$ cat config.mk
export PLATFORM = sky130hd
export DESIGN_NAME = max_empty_rectangle_area
export DESIGN_NICKNAME = d
export VERILOG_FILES = /design/src/rtl/mera_pkg.sv /design/src/rtl/mera_best.sv /design/src/rtl/max_empty_rectangle_area.sv
export SDC_FILE = /design/constraint.sdc
export NUM_CORES = 2
export LEC_CHECK = 0
export BUFFER_PORTS_ARGS = -buffer_cell sky130_fd_sc_hd__buf_2
export CAP_MARGIN = 30
export CORE_ASPECT_RATIO = 1.75
export CORE_MARGIN = 2
export CORE_UTILIZATION = 60
export DETAILED_ROUTE_END_ITERATION = 8
export GPL_ROUTABILITY_DRIVEN = 0
export PLACE_DENSITY = 0.86
export SYNTH_ARGS = -nofsm -noshare
export SYNTH_HDL_FRONTEND = slang
export SYNTH_SLANG_ARGS = --single-unit
$ cat constraint.sdc
create_clock -name clk -period 17.4 [get_ports clk]
set_input_delay 3.48 -clock clk [delete_from_list [all_inputs] [get_ports clk]]
set_output_delay 3.48 -clock clk [all_outputs]
set_load 0.02 [all_outputs]
$ cat src/rtl/mera_pkg.sv
// ============================================================================
// mera_pkg
// Shared widths and constants of the maximal empty rectangle block.
// ============================================================================
`timescale 1ns / 1ps

package mera_pkg;

    localparam int SIZE_W = 7;
    localparam int AREA_W = 13;

    localparam logic [SIZE_W-1:0] SIZE_RESET = SIZE_W'(8);
    localparam logic [AREA_W-1:0] AREA_MAX   = '1;

endpackage

$ cat src/rtl/mera_best.sv
// ============================================================================
// mera_best
// Registered area product, saturation and running maximum.
// ============================================================================
`timescale 1ns / 1ps

module mera_best #(
    parameter int NW = 7
) (
    input  logic                         clk,
    input  logic                         rst_n,
    input  logic                         clear,
    input  logic                         valid,
    input  logic [NW-1:0]                height,
    input  logic [NW-1:0]                width,
    output logic [mera_pkg::AREA_W-1:0]  best,
    output logic [mera_pkg::AREA_W-1:0]  best_next
);
    import mera_pkg::*;

    localparam int PW = (2 * NW > AREA_W) ? 2 * NW : AREA_W + 1;

    logic [PW-1:0]     prod_reg;
    logic              pv_reg;
    logic              pv_next;
    logic [AREA_W-1:0] best_reg;
    logic [AREA_W-1:0] sat;

    always_comb
    begin
        sat = (prod_reg > PW'(AREA_MAX)) ? AREA_MAX : prod_reg[AREA_W-1:0];
        pv_next = valid && !clear;
        if (clear)
        begin
            best_next = '0;
        end
        else if (pv_reg && (sat > best_reg))
        begin
            best_next = sat;
        end
        else
        begin
            best_next = best_reg;
        end
    end

    always_ff @(posedge clk)
    begin
        prod_reg <= PW'(height) * PW'(width);
    end

    always_ff @(posedge clk or negedge rst_n)
    begin
        if (!rst_n)
        begin
            pv_reg   <= 1'b0;
            best_reg <= '0;
        end
        else
        begin
            pv_reg   <= pv_next;
            best_reg <= best_next;
        end
    end

    assign best = best_reg;

endmodule

$ cat src/rtl/max_empty_rectangle_area.sv
// ============================================================================
// max_empty_rectangle_area
// Largest all-free rectangle of a square binary matrix fed in row-major order.
// Each cell passes through accept, height read-modify-write and stack scan,
// where taller entries are popped before the cell is pushed; a row end then
// flushes the remaining entries. A new cell is taken only once the last one
// is done. After the last flush the result stage loads the registered result
// beat.
// Reset clears control state at once; there is no memory clearing pass.
// ============================================================================
`timescale 1ns / 1ps

module max_empty_rectangle_area #(
    parameter int MAX_N = 64
) (
    input  logic                        clk,
    input  logic                        rst_n,
    input  logic                        cfg_wr_en,
    input  logic [mera_pkg::SIZE_W-1:0] cfg_wr_data,   // matrix_size
    input  logic                        s_axis_tvalid,
    output logic                        s_axis_tready,
    input  logic [7:0]                  s_axis_tdata,  // [0] blocked
    output logic                        m_axis_tvalid,
    input  logic                        m_axis_tready,
    output logic [15:0]                 m_axis_tdata   // [12:0] max_area
);
    import mera_pkg::*;

    localparam int CW = (MAX_N > 1) ? $clog2(MAX_N) : 1;
    localparam int NW = $clog2(MAX_N + 1);

    typedef struct packed {
        logic [CW-1:0] idx;
        logic [CW-1:0] left;
        logic [NW-1:0] h;
    } entry_t;

    typedef enum logic [2:0] {
        S_IDLE,
        S_UPD,
        S_SCAN,
        S_FLUSH,
        S_FIN
    } state_t;

    state_t            state_reg, state_next;
    logic [SIZE_W-1:0] size_reg, size_next;
    logic [CW-1:0]     col_reg, col_next;
    logic [CW-1:0]     row_reg, row_next;
    logic [NW-1:0]     cnt_reg, cnt_next;
    entry_t            top_reg, top_next;
    logic [CW-1:0]     cur_c_reg, cur_c_next;
    logic [NW-1:0]     cur_h_reg, cur_h_next;
    logic              blk_reg, blk_next;
    logic              row0_reg, row0_next;
    logic              out_valid_reg, out_valid_next;
    logic [AREA_W-1:0] out_data_reg, out_data_next;

    logic [NW-1:0]     hmem [MAX_N];
    logic [NW-1:0]     hmem_q;
    logic              h_we;
    logic [NW-1:0]     h_new;

    entry_t            smem [MAX_N];
    entry_t            s_rd_reg;
    entry_t            s_wd_reg;
    logic              s_fwd_reg;
    logic              s_we;
    logic [CW-1:0]     s_wa;
    logic [CW-1:0]     s_ra;
    logic [NW-1:0]     cnt_m1;
    logic [NW-1:0]     cnt_m2;
    entry_t            below;

    logic [31:0]       n_wide;
    logic [NW-1:0]     n;
    logic [NW-1:0]     n_m1;
    logic [CW-1:0]     c_eff;
    logic [CW-1:0]     row_eff;
    logic [NW-1:0]     pop_pos;
    logic              pop_valid;
    logic [NW-1:0]     pop_w;
    logic              clear_best;
    logic [AREA_W-1:0] best;
    logic [AREA_W-1:0] best_next;

    always_comb
    begin
        n_wide = 32'(size_reg);
        if (n_wide == 32'd0)
        begin
            n_wide = 32'd1;
        end
        if (n_wide > 32'(MAX_N))
        begin
            n_wide = 32'(MAX_N);
        end
        n    = n_wide[NW-1:0];
        n_m1 = n - 1'b1;
        c_eff   = (NW'(col_reg) >= n) ? n_m1[CW-1:0] : col_reg;
        row_eff = (NW'(row_reg) >= n) ? '0 : row_reg;
    end

    assign below   = s_fwd_reg ? s_wd_reg : s_rd_reg;
    assign pop_pos = (state_reg == S_FLUSH) ? n : NW'(cur_c_reg);
    assign cnt_m1  = cnt_reg - 1'b1;
    assign s_wa    = cnt_m1[CW-1:0];

    always_comb
    begin
        if (blk_reg)
        begin
            h_new = '0;
        end
        else if (row0_reg)
        begin
            h_new = NW'(1);
        end
        else if (hmem_q < NW'(MAX_N))
        begin
            h_new = hmem_q + 1'b1;
        end
        else
        begin
            h_new = hmem_q;
        end
    end

    always_comb
    begin
        state_next     = state_reg;
        size_next      = size_reg;
        col_next       = col_reg;
        row_next       = row_reg;
        cnt_next       = cnt_reg;
        top_next       = top_reg;
        cur_c_next     = cur_c_reg;
        cur_h_next     = cur_h_reg;
        blk_next       = blk_reg;
        row0_next      = row0_reg;
        out_valid_next = out_valid_reg;
        out_data_next  = out_data_reg;
        h_we           = 1'b0;
        s_we           = 1'b0;
        pop_valid      = 1'b0;
        pop_w          = pop_pos - NW'(top_reg.left);
        clear_best     = 1'b0;

        if (out_valid_reg && m_axis_tready)
        begin
            out_valid_next = 1'b0;
        end

        unique case (state_reg)
            S_IDLE:
            begin
                if (s_axis_tvalid)
                begin
                    cur_c_next = c_eff;
                    row_next   = row_eff;
                    blk_next   = s_axis_tdata[0];
                    row0_next  = (row_eff == '0);
                    if ((row_eff == '0) && (c_eff == '0))
                    begin
                        cnt_next   = '0;
                        clear_best = 1'b1;
                    end
                    state_next = S_UPD;
                end
            end
            S_UPD:
            begin
                h_we       = 1'b1;
                cur_h_next = h_new;
                state_next = S_SCAN;
            end
            S_SCAN:
            begin
                if ((cnt_reg != '0) && (top_reg.h > cur_h_reg))
                begin
                    pop_valid = 1'b1;
                    top_next  = below;
                    cnt_next  = cnt_m1;
                end
                else
                begin
                    s_we         = (cnt_reg != '0);
                    top_next.idx = cur_c_reg;
                    top_next.left = (cnt_reg == '0) ? '0 : top_reg.idx + 1'b1;
                    top_next.h   = cur_h_reg;
                    cnt_next     = cnt_reg + 1'b1;
                    if ((NW'(cur_c_reg) + 1'b1) < n)
                    begin
                        col_next   = cur_c_reg + 1'b1;
                        state_next = S_IDLE;
                    end
                    else
                    begin
                        col_next   = '0;
                        state_next = S_FLUSH;
                    end
                end
            end
            S_FLUSH:
            begin
                if (cnt_reg != '0)
                begin
                    pop_valid = 1'b1;
                    top_next  = below;
                    cnt_next  = cnt_m1;
                end
                else if ((NW'(row_reg) + 1'b1) < n)
                begin
                    row_next   = row_reg + 1'b1;
                    state_next = S_IDLE;
                end
                else
                begin
                    row_next   = '0;
                    state_next = S_FIN;
                end
            end
            S_FIN:
            begin
                if (!out_valid_reg || m_axis_tready)
                begin
                    out_valid_next = 1'b1;
                    out_data_next  = best_next;
                    state_next     = S_IDLE;
                end
            end
            default:
            begin
                state_next = S_IDLE;
            end
        endcase

        if (cfg_wr_en)
        begin
            size_next = cfg_wr_data;
            row_next  = '0;
            col_next  = '0;
            cnt_next  = '0;
        end
    end

    assign cnt_m2 = cnt_next - NW'(2);
    assign s_ra   = cnt_m2[CW-1:0];

    always_ff @(posedge clk)
    begin
        if (h_we)
        begin
            hmem[cur_c_reg] <= h_new;
        end
        hmem_q <= hmem[c_eff];
    end

    always_ff @(posedge clk)
    begin
        if (s_we)
        begin
            smem[s_wa] <= top_reg;
        end
        s_rd_reg <= smem[s_ra];
        s_wd_reg <= top_reg;
    end

    always_ff @(posedge clk or negedge rst_n)
    begin
        if (!rst_n)
        begin
            state_reg     <= S_IDLE;
            size_reg      <= SIZE_RESET;
            col_reg       <= '0;
            row_reg       <= '0;
            cnt_reg       <= '0;
            s_fwd_reg     <= 1'b0;
            out_valid_reg <= 1'b0;
        end
        else
        begin
            state_reg     <= state_next;
            size_reg      <= size_next;
            col_reg       <= col_next;
            row_reg       <= row_next;
            cnt_reg       <= cnt_next;
            s_fwd_reg     <= s_we && (s_wa == s_ra);
            out_valid_reg <= out_valid_next;
        end
    end

    always_ff @(posedge clk)
    begin
        top_reg      <= top_next;
        cur_c_reg    <= cur_c_next;
        cur_h_reg    <= cur_h_next;
        blk_reg      <= blk_next;
        row0_reg     <= row0_next;
        out_data_reg <= out_data_next;
    end

    mera_best #(
        .NW (NW)
    ) u_best (
        .clk       (clk),
        .rst_n     (rst_n),
        .clear     (clear_best),
        .valid     (pop_valid),
        .height    (top_reg.h),
        .width     (pop_w),
        .best      (best),
        .best_next (best_next)
    );

    assign s_axis_tready = (state_reg == S_IDLE);
    assign m_axis_tvalid = out_valid_reg;
    assign m_axis_tdata  = {{(16 - AREA_W){1'b0}}, out_data_reg};

    a_cnt_bound: assert property (@(posedge clk) disable iff (!rst_n)
        cnt_reg <= NW'(MAX_N))
        else $error("stack count beyond depth");

    a_fin_empty: assert property (@(posedge clk) disable iff (!rst_n)
        (state_reg == S_FIN) |-> (cnt_reg == '0))
        else $error("result stage with stack entries left");

    a_accept_upd: assert property (@(posedge clk) disable iff (!rst_n)
        (s_axis_tvalid && s_axis_tready) |=> (state_reg == S_UPD))
        else $error("accepted beat did not start height update");

    a_out_from_fin: assert property (@(posedge clk) disable iff (!rst_n)
        $rose(m_axis_tvalid) |-> $past(state_reg == S_FIN))
        else $error("result beat raised outside result stage");

    a_fin_best_stable: assert property (@(posedge clk) disable iff (!rst_n)
        ((state_reg == S_FIN) && $past(state_reg == S_FIN)) |-> (best_next == best))
        else $error("best area moving while result waits");

endmodule

== Word-level counts from Yosys, hierarchy flattened ==
Memories as Yosys holds them, arrays and structs flattened. A register that Yosys moved wholly into a read port is not among the register bits.
Index checks and enable logic that the tools add are counted.
Storage, ports and cells
  register bits: 125
  RAM bits: 1664
  input port bits: 20
  output and inout port bits: 18
  word-level logic and storage cells: 135
  memories kept: 2
Cells by class
  $add $sub $neg: 11
  $mul: 1
  order comparisons: 9
  equality and inequality tests: 13
  mux-type cells: 54
  reductions and logical operators: 24
Memory list
  smem: words 64, bits a word 19, rd ports 1, clocked after memory_dff 1, wr ports 1, line max_empty_rectangle_area.sv:64  | entry_t smem [MAX_N];
  hmem: words 64, bits a word 7, rd ports 1, clocked after memory_dff 1, wr ports 1, line max_empty_rectangle_area.sv:59  | logic [NW-1:0] hmem [MAX_N];
Operators with widths (count)
  7-bit two-way mux: 11
  6-bit two-way mux: 11
  19-bit two-way mux: 3
  13-bit two-way mux: 3
  19-bit case mux with 2 select lines: 1
  32-bit by 7-bit greater-than comparator with 1-bit output, second input constant: 1
  7-bit case mux with 3 select lines: 1
  6-bit by 1-bit adder with 6-bit output, second input constant: 3
  1-bit two-way mux: 15
  3-bit two-way mux: 5
  3-bit case mux with 5 select lines: 1
  6-bit by 1-bit adder with 7-bit output, second input constant: 2
  7-bit by 1-bit adder with 7-bit output, second input constant: 2
  6-bit by 7-bit greater-or-equal comparator with 1-bit output: 2
  14-bit by 13-bit greater-than comparator with 1-bit output, second input constant: 1
  7-bit logical NOT: 2
  7-bit less-than comparator: 2
  7-bit by 7-bit multiplier with 14-bit output: 1
  13-bit greater-than comparator: 1
  6-bit logical NOT: 2
  6-bit case mux with 2 select lines: 1
  2-bit inequality test, second input constant: 5
  2-bit AND reduction: 4
  7-bit greater-than comparator: 1
  22 further kinds: 31

== Longest topological paths before layout ==
  depth after elaboration: 15
  depth in mapped cells: 31
  mapped depth without buffers: 30

== Modules after synthesis ==
A second synthesis with hierarchy kept.
Unflattened totals
  cell total of the unflattened synthesis: 5516
  area, all modules: 74462.7 um^2
Modules (own cells, without submodules)
  max_empty_rectangle_area: instances 1, cells each 5215, area each 71557.4 um^2, seq. area each 53057.1 um^2
  mera_best: instances 1, cells each 301, area each 2905.3 um^2, seq. area each 630.6 um^2

== Worst setup path after synthesis ==
No wires, ideal clock.
  path kind: input to register
  start: in s_axis_tvalid
  end: reg s_rd_reg[1] (netlist name)
  library setup time: 0.129 ns
  data arrival time: 7.159 ns
  required time: 17.271 ns
  path slack: 10.112 ns
  stages on the path: 17
  path buffers: 7
  cell sequence: inv_1 > a21o_1 > and3_1 > a311oi_1 > buf_4 > buf_4 > buf_2 > buf_2 > ha_1 > clkbuf_1 > clkinv_1 > nand2_1 > clkbuf_1 > clkbuf_1 > o221ai_1 > o221ai_1 > o211ai_1
Between the ends
  word-level cells in the longest chain between the ends: 4
Ends and longest elaborated chain
  start: declaration: line max_empty_rectangle_area.sv:20  | input logic s_axis_tvalid,
  7-bit two-way mux: line max_empty_rectangle_area.sv:157  | if (s_axis_tvalid)
  7-bit case mux with 3 select lines: line max_empty_rectangle_area.sv:154  | unique case (state_reg)
  7-bit two-way mux: line max_empty_rectangle_area.sv:238  | if (cfg_wr_en)
  6-bit by 2-bit subtractor with 6-bit output: line max_empty_rectangle_area.sv:247  | assign cnt_m2 = cnt_next - NW'(2);
No other way between the ends.
A chain may end at the register's enable or synchronous reset.

== Worst setup path in the final report ==
  start: in cfg_wr_en
  end: reg s_rd_reg[15] (netlist name)
Between the ends
  word-level cells in the longest chain between the ends: 2
Ends and longest elaborated chain
  start: declaration: line max_empty_rectangle_area.sv:18  | input logic cfg_wr_en,
  7-bit two-way mux: line max_empty_rectangle_area.sv:238
  6-bit by 2-bit subtractor with 6-bit output: line max_empty_rectangle_area.sv:247
No other way between the ends.

==> results.ini <==
[clock_network]
clk_pin_slew_ps = 70
clockBufferDepth = 3
cts_tree = yes
cts-root-buf = clkbuf_16
post_cts_buffers = 0
clock-sinks = 1815
clk_latency_ps = 790
cts_resized = 0
postCtsHoldBufs = 0
cts_buffers = 149
cts_max_level = 4

[synthesis]
synth_ff_type = edfxtp_1
synthArstFlopShare_pct = 2.48
yosysUniqueCellTypes = 81
yosys_warnings = 0
avgSynthCellArea_um2 = 15.3
synth_edf_count = 1711
ys_seq_elements = 1815
synthesis.area_um2 = 75200
netlist_instances = 4929
ys_seq_area_share_pct = 71.4

[sta]
worst_pin_slew_ps = 1180
max_freq_mhz = 121
slew_headroom_pct = 21.2
rsz0062_at_grt = false
min_period_ps = 8250
hold_viol = 0
slew_violations = 0
fin_worst_skew_ps = 30.7
timing.final.crit_share_pct = 47.4
setup_viol_count_final = 0
fin_tns_setup_ps = 0

[grt]
antenna_found_initial = 3
grt.met3_usage_pct = 5.63
grt_pass1_vias = 45325
use_met2_pct = 50.0
grt_max_degree = 160
grt.busiest_layer = met2
grt_pass1_wl_mm = 278
grt_usage_pct = 29.3
overflow = 0
grtUsageMet1_pct = 32.3

[pwr]
power_density_nw_per_um2 = 198
vdd_drop_max_uv = 308
leakagePower_uw = 0.0305
total_power_uw = 16300

[final_layout]
final_common_cell = edfxtp_1
largest_reg_flops = 1216
fin_nets = 5111
top_register = smem
multi_input_area_um2 = 20100
post-route-util_pct = 66.2
layout_common_cells = 1711 x edfxtp_1, 810 x nand2_1, 501 x mux2i_1, 154 x clkbuf_16, 151 x nor2_1
fillCellCount = 7554
finalInstanceArea_um2 = 82200
area_growth_pct = 9.39
top_regs = smem (1216), hmem (448)
layout-drive-gt1-share_pct = 11.9
regArea_um2 = 53700

[placed_design]
dp_hpwl_mm = 109
dpl_cell_area_um2 = 77500
portBuffers = 27

[floorplan]
core_region_area_um2 = 124000
num_io_pins = 38
fp.dieH_um = 472
initial_core_util_pct = 60.5
die_area_um2 = 128000
die_x_um = 272
rows = 171

[detailed_routing]
wl_mm = 189
vias = 44754
routed_via_density = 6.64
drtPass1Iterations = 8
ant_nets = 0
drc = 0
detail_route.wl_per_cell_um = 28.0
drt-initial-drc-count = 6311

[setup_path]
cp_num_buf_inv = 5
start_kind = input port
critPathMaxFanout = 112
critPathKind = in2reg
endpoint_kind = flop
cp_slowest_cell = buf_4
path_delay_family = buffers and inverters
arrival_ps = 8960
cp.required_ps = 18110
cpPeakStageDelay_ps = 810
worstPathCellList = buf_2, nor2_1, and3_1, a311oi_4, buf_12, ha_4, xnor2_2, buf_4, buf_4, buf_16, mux4_2, mux4_2, nor2_1, a21oi_1, o21ai_1

[outcome]
status = finished clean

[hold_path]
hp-class = reg2reg

[run]
maxCapViolations = 0

-- final timing paths --
path / start / cells past startpoint / endpoint / slack, ps
max: cfg_wr_en / 15 / s_rd_reg[15]$_DFF_P_ / 9150
min: col_reg[0]$_DFFE_PN0P_ / 2 / col_reg[0]$_DFFE_PN0P_ / 520
max reg2reg: size_reg[6]$_DFFE_PN0P_ / 20 / s_rd_reg[15]$_DFF_P_ / 9280
min reg2reg: col_reg[0]$_DFFE_PN0P_ / 2 / col_reg[0]$_DFFE_PN0P_ / 520
max in group asynchronous: rst_n / 2 / size_reg[3]$_DFFE_PN1P_ / 14310
min in group asynchronous: rst_n / 1 / u_best.best[5]$_DFF_PN0_ / 2540
-- power breakdown --
| group | internal, uW | switching (uW) | leakage (uW) |
|---|---|---|---|
| logic | 2650 | 4760 | 0.0116 |
| registers | 5510 | 131 | 0.0166 |
| clock network | 1730 | 1520 | 0.00224 |
| total | 9900 | 6410 | 0.0305 |
-- kinds of logic after synthesis --
family	share of synthesized area, %
AO/OA/AOI/OAI	4.97
XOR/XNOR	0.593
adder cells (fa/ha/maj)	2.16
buffers and inverters	2.33
flip-flops	71.4
multiplexers	10.3
other	0.00499
AND/OR/NAND/NOR	8.18
-- area by class of cell --
type	instances	share of cell area, %
Sequential cell	1815	65.3
Multi-Input combinational cell	2744	24.4
Timing Repair Buffer	175	1.73
Tap cell	1643	2.50
Clock inverter	72	0.701
Antenna cell	5	0.0152
Inverter	93	0.434
Clock buffer	198	4.91
-- tightest hold or removal path, delay by kind of cell, from the launching register on --
kind | cells | cell delay [ps]
flops | 1 | 370
compound gates | 1 | 60
simple gates | 1 | 50
-- per-layer routing --
layer	routed length (um)	share of wire (%)
met5	0	0
met4	17400	9.2
met3	17600	9.3
met2	95000	50
met1	58900	31
-- synthesized netlist by cell type, drive strengths merged, types with 23 or more instances --
cell | count | share of area, %
edfxtp | 1711 | 68
nand2 | 810 | 4.0
mux2i | 506 | 6.7
nor2 | 211 | 1.1
clkbuf | 154 | 0.77
nand3 | 141 | 0.94
buf | 125 | 1.1
and3 | 122 | 1.0
mux4 | 119 | 3.6
a21oi | 108 | 0.72
a311oi | 96 | 1.1
inv | 91 | 0.45
ha | 88 | 1.5
a31oi | 84 | 0.70
o21ai | 62 | 0.41
dfxtp | 59 | 1.6
o221ai | 59 | 0.69
dfrtp | 44 | 1.5
xnor2 | 34 | 0.41
and2 | 33 | 0.27
fa | 25 | 0.67
a211oi | 24 | 0.24
nor2b | 23 | 0.19
-- metrics by stage --
| stage | instances | hold slack (ps) | setup slack (ps) |
|---|---|---|---|
| 2_1_floorplan | 4931 | 472 | 10110 |
| 3_3_place_gp | 6448 | 492 | 7980 |
| 3_5_place_dp | 6464 | 502 | 8600 |
| 4_1_cts | 6734 | 517 | 9390 |
| 5_1_grt | 6741 | 560 | 9010 |
| 6_report | 6745 | 521 | 9150 |
Note: power is estimated with default switching activity, not from simulation.
